<file path="src/dls_pkg.sv">
// ----------------------------------------------------------------------------
// dls_pkg
// Shared types and constants for the decimal list splitter: the input and
// result transaction payloads, status codes and character class bounds.
// ----------------------------------------------------------------------------
`default_nettype none

package dls_pkg;

  // Default limit on the number of digits in one number.
  localparam int unsigned MaxDigitsDefault = 5;

  // Fixed payload widths.
  localparam int unsigned CharW   = 8;
  localparam int unsigned NumberW = 17;
  localparam int unsigned StatusW = 2;

  // Result status codes.
  localparam logic [StatusW-1:0] StEntry  = 2'd0;
  localparam logic [StatusW-1:0] StAccept = 2'd1;
  localparam logic [StatusW-1:0] StReject = 2'd2;

  // Character class bounds (ASCII).
  localparam logic [CharW-1:0] ChDigit0 = 8'h30;
  localparam logic [CharW-1:0] ChDigit9 = 8'h39;
  localparam logic [CharW-1:0] ChUpperA = 8'h41;
  localparam logic [CharW-1:0] ChUpperZ = 8'h5A;
  localparam logic [CharW-1:0] ChLowerA = 8'h61;
  localparam logic [CharW-1:0] ChLowerZ = 8'h7A;
  localparam logic [CharW-1:0] ChTab    = 8'h09;
  localparam logic [CharW-1:0] ChCr     = 8'h0D;
  localparam logic [CharW-1:0] ChSpace  = 8'h20;

  // One input transaction: a byte of the string and its framing.
  typedef struct packed {
    logic             has_char;
    logic [CharW-1:0] char_byte;
    logic             end_of_string;
  } in_item_t;

  // One result transaction.
  typedef struct packed {
    logic [StatusW-1:0] status;
    logic [NumberW-1:0] number_value;
    logic [CharW-1:0]   separator_code;
  } out_item_t;

  // Result handed from the parser core to the output stage.
  typedef struct packed {
    logic      valid;
    out_item_t item;
  } dls_result_t;

  // True for an ASCII decimal digit.
  function automatic logic is_digit(input logic [CharW-1:0] c);
    return (c >= ChDigit0) && (c <= ChDigit9);
  endfunction

  // True for an ASCII letter or whitespace byte.
  function automatic logic is_letter_or_space(input logic [CharW-1:0] c);
    return ((c >= ChUpperA) && (c <= ChUpperZ)) ||
           ((c >= ChLowerA) && (c <= ChLowerZ)) ||
           (c == ChSpace) || ((c >= ChTab) && (c <= ChCr));
  endfunction

endpackage

`default_nettype wire

</file>
<file path="src/dls_core.sv">
// ----------------------------------------------------------------------------
// dls_core
// Parser state and per-byte step logic. Holds the phase, the value of the
// digits seen so far and the digit count, and computes the result that the
// presented item causes. State advances only when step_i is high.
// ----------------------------------------------------------------------------
`default_nettype none

module dls_core #(
  parameter int unsigned MaxDigits = dls_pkg::MaxDigitsDefault
) (
  input  wire logic             clk_i,
  input  wire logic             rst_ni,
  input  wire dls_pkg::in_item_t item_i,
  input  wire logic             step_i,
  output dls_pkg::dls_result_t  result_o
);

  // Accumulator holds up to MaxDigits decimal digits; the count holds MaxDigits.
  localparam int unsigned AccW  = $clog2(10 ** MaxDigits);
  localparam int unsigned CntW  = $clog2(MaxDigits + 1);
  localparam int unsigned WideW = 32;

  // One-hot parser phase.
  typedef enum logic [3:0] {
    PhInitial   = 4'b0001,
    PhSeparator = 4'b0010,
    PhDigit     = 4'b0100,
    PhError     = 4'b1000
  } phase_e;

  phase_e          phase_q, phase_d;
  logic [AccW-1:0] acc_q, acc_d;
  logic [CntW-1:0] cnt_q, cnt_d;

  logic              byte_is_digit;
  logic              byte_is_bad;
  logic [3:0]        digit_val;
  logic [AccW+3:0]   acc_next_wide;
  logic [WideW-1:0]  acc_wide;
  logic [WideW-1:0]  acc_out_wide;
  dls_pkg::out_item_t res_item;
  logic              res_valid;

  // Character classification and the multiply-by-ten accumulate.
  always_comb begin
    byte_is_digit = dls_pkg::is_digit(item_i.char_byte);
    byte_is_bad   = dls_pkg::is_letter_or_space(item_i.char_byte);
    digit_val     = item_i.char_byte[3:0];
    acc_next_wide = ({4'b0000, acc_q} << 3) + ({4'b0000, acc_q} << 1) +
                    (AccW+4)'(digit_val);
    acc_wide      = WideW'(acc_q);
  end

  // Next state and result for the presented item.
  always_comb begin
    phase_d      = phase_q;
    acc_d        = acc_q;
    cnt_d        = cnt_q;
    res_valid    = 1'b0;
    res_item     = '0;
    acc_out_wide = '0;

    if (item_i.has_char && (phase_q != PhError)) begin
      priority if (byte_is_digit) begin
        if (cnt_q < CntW'(MaxDigits)) begin
          acc_d   = acc_next_wide[AccW-1:0];
          cnt_d   = cnt_q + CntW'(1);
          phase_d = PhDigit;
        end else begin
          phase_d = PhError;
        end
      end else if (byte_is_bad) begin
        phase_d = PhError;
      end else if ((phase_q == PhDigit) && (acc_q != '0)) begin
        // A separator closes the current number.
        if (!item_i.end_of_string) begin
          res_valid               = 1'b1;
          res_item.status         = dls_pkg::StEntry;
          res_item.number_value   = acc_wide[dls_pkg::NumberW-1:0];
          res_item.separator_code = item_i.char_byte;
        end
        acc_d   = '0;
        cnt_d   = '0;
        phase_d = PhSeparator;
      end else begin
        phase_d = PhError;
      end
    end

    // String end: report the final number or the reject, then start over.
    if (item_i.end_of_string) begin
      res_valid    = 1'b1;
      acc_out_wide = WideW'(acc_d);
      if ((phase_d == PhDigit) && (acc_d != '0)) begin
        res_item.status       = dls_pkg::StAccept;
        res_item.number_value = acc_out_wide[dls_pkg::NumberW-1:0];
      end else begin
        res_item.status       = dls_pkg::StReject;
        res_item.number_value = '0;
      end
      res_item.separator_code = '0;
      phase_d = PhInitial;
      acc_d   = '0;
      cnt_d   = '0;
    end
  end

  // Parser state registers.
  always_ff @(posedge clk_i or negedge rst_ni) begin
    if (!rst_ni) begin
      phase_q <= PhInitial;
      acc_q   <= '0;
      cnt_q   <= '0;
    end else if (step_i) begin
      phase_q <= phase_d;
      acc_q   <= acc_d;
      cnt_q   <= cnt_d;
    end
  end

  assign result_o.valid = res_valid;
  assign result_o.item  = res_item;

endmodule

`default_nettype wire

</file>
<file path="src/decimal_list_splitter.sv">
// ----------------------------------------------------------------------------
// decimal_list_splitter
// Splits a byte stream into decimal numbers joined by single separators.
// ----------------------------------------------------------------------------
// Usage:
//   The input channel (in_valid_i / in_ready_o / in_item_i) takes one byte of
//   a string per transaction, with has_char and end_of_string framing. The
//   output channel (out_valid_o / out_ready_i / out_item_o) gives at most one
//   result per input transaction: an entry when a separator closes a number,
//   and at string end either the final entry (accepted) or a reject, after
//   which the receiver drops the entries it already got for that string.
//   Throughput is one input transaction per cycle while no result waits on a
//   stalled receiver. An accepted byte is registered in the input register,
//   and the result the parser makes of it is registered in the output
//   register. When the receiver stalls, the output register holds its
//   result; one more byte waits in the input register, and in_ready_o drops
//   only when that byte would produce a result with no room to put it.
//   Bytes that produce no result keep flowing during a stall.
//   Reset clears both stages and puts the parser at the start of a string.
// ----------------------------------------------------------------------------
`default_nettype none

module decimal_list_splitter #(
  parameter int unsigned MaxDigits = dls_pkg::MaxDigitsDefault
) (
  input  wire logic              clk_i,
  input  wire logic              rst_ni,
  input  wire logic              in_valid_i,
  output logic                   in_ready_o,
  input  wire dls_pkg::in_item_t in_item_i,
  output logic                   out_valid_o,
  input  wire logic              out_ready_i,
  output dls_pkg::out_item_t     out_item_o
);

  logic                 in_valid_q;
  dls_pkg::in_item_t    in_item_q;
  logic                 out_valid_q;
  dls_pkg::out_item_t   out_item_q;
  dls_pkg::dls_result_t result;
  logic                 out_free;
  logic                 step;
  logic                 in_fire;

  // Parser core works on the registered byte.
  dls_core #(
    .MaxDigits(MaxDigits)
  ) u_core (
    .clk_i   (clk_i),
    .rst_ni  (rst_ni),
    .item_i  (in_item_q),
    .step_i  (step),
    .result_o(result)
  );

  // Flow control between the two stages.
  always_comb begin
    out_free   = !out_valid_q || out_ready_i;
    step       = in_valid_q && (!result.valid || out_free);
    in_ready_o = !in_valid_q || step;
    in_fire    = in_valid_i && in_ready_o;
  end

  // Input register.
  always_ff @(posedge clk_i or negedge rst_ni) begin
    if (!rst_ni) begin
      in_valid_q <= 1'b0;
    end else if (in_ready_o) begin
      in_valid_q <= in_valid_i;
    end
  end

  always_ff @(posedge clk_i) begin
    if (in_fire) begin
      in_item_q <= in_item_i;
    end
  end

  // Output register.
  always_ff @(posedge clk_i or negedge rst_ni) begin
    if (!rst_ni) begin
      out_valid_q <= 1'b0;
    end else if (out_free) begin
      out_valid_q <= step && result.valid;
    end
  end

  always_ff @(posedge clk_i) begin
    if (out_free && step && result.valid) begin
      out_item_q <= result.item;
    end
  end

  assign out_valid_o = out_valid_q;
  assign out_item_o  = out_item_q;

  // A reject carries no number and no separator.
  a_reject_empty: assert property (@(posedge clk_i) disable iff (!rst_ni)
    out_valid_o && (out_item_o.status == dls_pkg::StReject) |->
      (out_item_o.number_value == '0) && (out_item_o.separator_code == '0))
    else $error("reject result carries data");

  // The final entry of an accepted string has no separator.
  a_accept_nosep: assert property (@(posedge clk_i) disable iff (!rst_ni)
    out_valid_o && (out_item_o.status == dls_pkg::StAccept) |->
      (out_item_o.separator_code == '0))
    else $error("accepted final entry has a separator");

  // An ordinary entry is closed by a true separator, never by a digit.
  a_entry_sep: assert property (@(posedge clk_i) disable iff (!rst_ni)
    out_valid_o && (out_item_o.status == dls_pkg::StEntry) |->
      !dls_pkg::is_digit(out_item_o.separator_code) &&
      !dls_pkg::is_letter_or_space(out_item_o.separator_code))
    else $error("entry closed by a non-separator byte");

  // An accepted byte always lands in the input register.
  a_in_capture: assert property (@(posedge clk_i) disable iff (!rst_ni)
    in_valid_i && in_ready_o |=> in_valid_q)
    else $error("accepted byte lost");

endmodule

`default_nettype wire

</file>
<file path="config.mk">
export PLATFORM = sky130hd
export DESIGN_NAME = decimal_list_splitter
export DESIGN_NICKNAME = d
export VERILOG_FILES = /design/src/dls_pkg.sv /design/src/dls_core.sv /design/src/decimal_list_splitter.sv
export SDC_FILE = /design/constraint.sdc
export NUM_CORES = 1
export LEC_CHECK = 0
export BUFFER_PORTS_ARGS = -buffer_cell sky130_fd_sc_hd__buf_2
export CORE_UTILIZATION = 65
export CTS_BUF_LIST = sky130_fd_sc_hd__clkbuf_8
export DETAILED_ROUTE_END_ITERATION = 12
export GPL_ROUTABILITY_DRIVEN = 1
export PLACE_DENSITY = 0.95
export SYNTH_ARGS = -nofsm -noshare
export SYNTH_HDL_FRONTEND = slang
export SYNTH_SLANG_ARGS = --single-unit
export TNS_END_PERCENT = 20
</file>
<file path="constraint.sdc">
create_clock -name clk_i -period 8.1 [get_ports clk_i]
set_clock_uncertainty 0.15 [all_clocks]
set_input_delay 0.405 -clock clk_i [delete_from_list [all_inputs] [get_ports clk_i]]
set_output_delay 0.405 -clock clk_i [all_outputs]
set_load 0.05 [all_outputs]
</file>
==> impl_summary.log <==
[metrics] leakage power summed over all cells: 1.93 nW
[metrics] cell area after technology mapping: 3870 um^2
[metrics] deepest clock path buffer count: 2
[metrics] buffering stage count on the worst path with inverters included: 0
[metrics] library cells used by synthesis: between 60 and 70
[metrics] final-stage net count: 465
[metrics] Max Cap Viol: 0
[metrics] TritonRoute pass-1 iters: 7
[metrics] final critical-path required period: 4050 ps
[metrics] category of cells accounting for the largest share of critical-path delay: compound AO/OA/AOI/OAI gates
[metrics] maximum fanout encountered on the critical timing path: 7
[metrics] data arrival at the endpoint of the critical path: 3980 ps
[metrics] final routed wire length divided by cell count: around 21 um
[metrics] Total Die Area: ~6300 um^2
[metrics] final wirelength: 10,400 um
[metrics] I/O pin count: 43
[metrics] share of cells above drive strength 1: 18.6%
[metrics] number of hold-slack violations in the final timing report: 0
[metrics] maximum number of pins on one net before global-route repair: 27
[metrics] CTS sink cnt: 63
[metrics] startpoint type of the worst setup path: flip-flop
[metrics] Post-synth EDFFs: 37
[metrics] RD Place Congestion: 0.929
[metrics] Post-synth top flop: sky130_fd_sc_hd__edfxtp_1
[metrics] Rows: 27
[metrics] chip width: 79.1 um
[metrics] maximum VDD drop: 0.000207 V
[metrics] worst-margin pin slew: 823 ps
[metrics] number of H-tree branching levels: 3
[metrics] status: complete, no violations
[metrics] diode count: 0
[metrics] kind of capture point of the worst setup path: flip-flop
[metrics] Layout fillers: approximately 370
[metrics] fraction of registers with async set/reset: 41.3%
[metrics] number of max-slew violations in the final report: 0
[metrics] FF+latch count, synth: 63
[metrics] number of remaining DRC errors: 0
[metrics] number of routed nets with antenna violations: 0
[metrics] RSZ-0062 raised after global routing: no
[metrics] height of the die: 79.1 um
[metrics] post-synth net total: 419
[metrics] worst-case hold slack: 81.1 ps
[metrics] global-route wire length before repair: 16,600 um
[metrics] crit path kind: flip-flop to flip-flop
[metrics] synthesized area per cell: 10.3 um^2
[metrics] Max-Slew Margin vs Limit: 45.1%
[metrics] total CTS buffers: 9
[metrics] Syn-to-layout area delta: 12.7%
[metrics] final worst path period share: 50.0%
[metrics] critical path's most frequent cell: sky130_fd_sc_hd__fa_1
[metrics] most numerous cell in the Yosys netlist: sky130_fd_sc_hd__nand2_1
[metrics] initial antenna violation count: 0
[metrics] cell at the root of the clock tree: sky130_fd_sc_hd__clkbuf_8
[metrics] Detailed Place HPWL: 7320 um
[metrics] Std-Cell Core Area: 5610 um^2
[metrics] cell type with the largest total area after synthesis: sky130_fd_sc_hd__edfxtp_1
[metrics] routed vias/inst: between 6 and 7
[metrics] synthesized instance count: ~370
[metrics] final setup violation count: 0
[metrics] Via Count: 3,401
[metrics] sequential-to-total area share from yosys stat: 45.6%
[metrics] count of buffers added by post-CTS timing repair for setup: 0
[metrics] Slowest Stage Delay on Critical Path: 560 ps
[metrics] cells along the critical path: fa_1 > fa_1 > a21o_1 > a221oi_2 > o21ai_0 > o2111a_1 > nor3_1 > nand2_1 > nor4_2 > nand4_1 > nor2b_1
[metrics] aggregate global routing overflow: 0
[metrics] required time of the critical path: 8030 ps
[metrics] post-route setup TNS: 0 ps
[metrics] class of the worst hold path: input port to flip-flop
[metrics] IO Port Bufs: 42
[metrics] insertion delay of the later-clocked pin in the worst-skew pair: roughly 350 ps
[metrics] clock tree from TritonCTS: yes
[metrics] pwr/cell area: between 150 and 200 nW/um^2
[metrics] library cell contributing the largest single delay on the critical path: sky130_fd_sc_hd__fa_1
[metrics] top cell type's share of synthesized area: 28.7%
[metrics] Starting Density: roughly 70%
[metrics] synthesis warning total: 0
[metrics] ranking of synthesized cells by area: sky130_fd_sc_hd__edfxtp_1 29%, sky130_fd_sc_hd__dfrtp_1 16%, sky130_fd_sc_hd__ha_1 9.4%
[metrics] commonest cells in the netlist: 54 x sky130_fd_sc_hd__nand2_1, 37 x sky130_fd_sc_hd__edfxtp_1, 32 x sky130_fd_sc_hd__o21ai_0
[metrics] via count of the first global-routing pass: 3,314
[metrics] Overall Global Routing Usage: 35.8%
[metrics] fmax: 247 MHz
[metrics] clock-pin slew of the registers on the worst-case setup and hold paths: 70 ps
[metrics] starting DRC count in detailed routing: 456
## per-layer routing
| metal | share of wire [%] | GRT usage [%] | vias up | wire (um) |
|---|---|---|---|---|
| li1 | - | - | 1503 | - |
| met1 | 37 | 43.9 | 1594 | 3850 |
| met2 | 48 | 59.7 | 254 | 5030 |
| met3 | 10 | 7.82 | 50 | 1090 |
| met5 | 0 | 0 | - | 0 |
| met4 | 4.1 | 17.8 | 0 | 426 |
## path summary, 6_finish.rpt
path	startpoint	endpoint	slack (ps)	cells past startpoint
max in group asynchronous	rst_ni	u_core.phase_q[1]	6910	2
min in group asynchronous	rst_ni	u_core.acc_q[11]	460	2
min	in_item_i[3]	in_item_q[3]	80	1
max	in_item_q[4]	out_item_o[25]	4050	11
max reg2reg	in_item_q[4]	out_item_o[25]	4050	11
min reg2reg	u_core.phase_q[2]	u_core.phase_q[2]	390	1
## placed cells by master, fill, tap and decap left out, types with 4 or more instances in the layout
| master | count |
|---|---|
| sky130_fd_sc_hd__o211ai_1 | 5 |
| sky130_fd_sc_hd__clkbuf_8 | 9 |
| sky130_fd_sc_hd__nor4_1 | 4 |
| sky130_fd_sc_hd__edfxtp_1 | 37 |
| sky130_fd_sc_hd__a21oi_1 | 11 |
| sky130_fd_sc_hd__nor3_1 | 5 |
| sky130_fd_sc_hd__a22o_1 | 8 |
| sky130_fd_sc_hd__a21o_1 | 6 |
| sky130_fd_sc_hd__nand2_1 | 54 |
| sky130_fd_sc_hd__ha_1 | 29 |
| sky130_fd_sc_hd__nand2b_1 | 5 |
| sky130_fd_sc_hd__nor2_1 | 22 |
| sky130_fd_sc_hd__o21ai_0 | 32 |
| sky130_fd_sc_hd__a31oi_1 | 5 |
| sky130_fd_sc_hd__o31ai_1 | 8 |
| sky130_fd_sc_hd__xnor2_1 | 4 |
| sky130_fd_sc_hd__o21ai_1 | 5 |
| sky130_fd_sc_hd__nand4_1 | 5 |
| sky130_fd_sc_hd__nand3_1 | 5 |
| sky130_fd_sc_hd__and2_1 | 11 |
| sky130_fd_sc_hd__xor2_1 | 9 |
| sky130_fd_sc_hd__dfrtp_1 | 25 |
| sky130_fd_sc_hd__and3_1 | 5 |
| sky130_fd_sc_hd__o21a_1 | 5 |
| sky130_fd_sc_hd__buf_2 | 42 |
## per-stage QoR
step                      worst slack [ps]  power, mW  std cells  area, um^2  utilization (%)
after floorplan                       4530      0.429        374        3870                -
after global placement                4270      0.451        480        4150             74.0
after detailed placement              4120      0.453        480        4150             74.0
after CTS                             4110      0.717        497        4360             77.7
after global routing                  3900      0.737        497        4360             77.7
final                                 4050      0.717        497        4360             77.7
## flip-flops by register name (all words and copies together), names as in the netlist
register and cells:
out_valid_o 1, u_core.phase_q 4, out_item_o 27, u_core.cnt_q 3, in_valid_q 1, u_core.acc_q 17
in_item_q 10
## cell families (layout without fill, tap and decap cells)
family | after synthesis | count (layout) | synth area share [%]
xor+xnor | 13 | 13 | 2.95
simple gates | 138 | 138 | 18.6
buf+inv | 13 | 64 | 1.33
flops | 63 | 63 | 45.6
mux | 3 | 3 | 0.777
compound gates | 113 | 113 | 20.4
fa+ha+maj | 31 | 31 | 10.4
## power by group
part	total, mW	switching, mW	internal (mW)
clock	0.268	0.126	0.142
sequential	0.369	0.0135	0.355
combinational	0.0810	0.0580	0.0230
total	0.717	0.198	0.520
## timing repair
| action | 4_1_cts | 5_1_grt |
|---|---|---|
| endpoints found under the hold margin | 25 | 0 |
| hold buffers | 1 | 0 |
| gates resized for setup | 0 | 0 |
## worst register-to-register path, cell delays in order, from the launching register on
cell and delay (ps):
sky130_fd_sc_hd__edfxtp_1 500, sky130_fd_sc_hd__fa_1 560, sky130_fd_sc_hd__fa_1 470, sky130_fd_sc_hd__a21o_1 200
sky130_fd_sc_hd__a221oi_2 350, sky130_fd_sc_hd__o21ai_0 290, sky130_fd_sc_hd__o2111a_1 300, sky130_fd_sc_hd__nor3_1 340
sky130_fd_sc_hd__nand2_1 140, sky130_fd_sc_hd__nor4_2 180, sky130_fd_sc_hd__nand4_1 150, sky130_fd_sc_hd__nor2b_1 150
## final cells by class
class	count	area, um^2	area share [%]
well taps	72	90.1	2.07
clock buffers	9	124	2.84
repair buffers	46	243	5.57
inverters	2	7.51	0.172
flip-flops and latches	63	1760	40.5
clock inverters	7	73.8	1.69
multi-input cells	298	2050	47.2
Note: power is estimated with default switching activity, not from simulation.
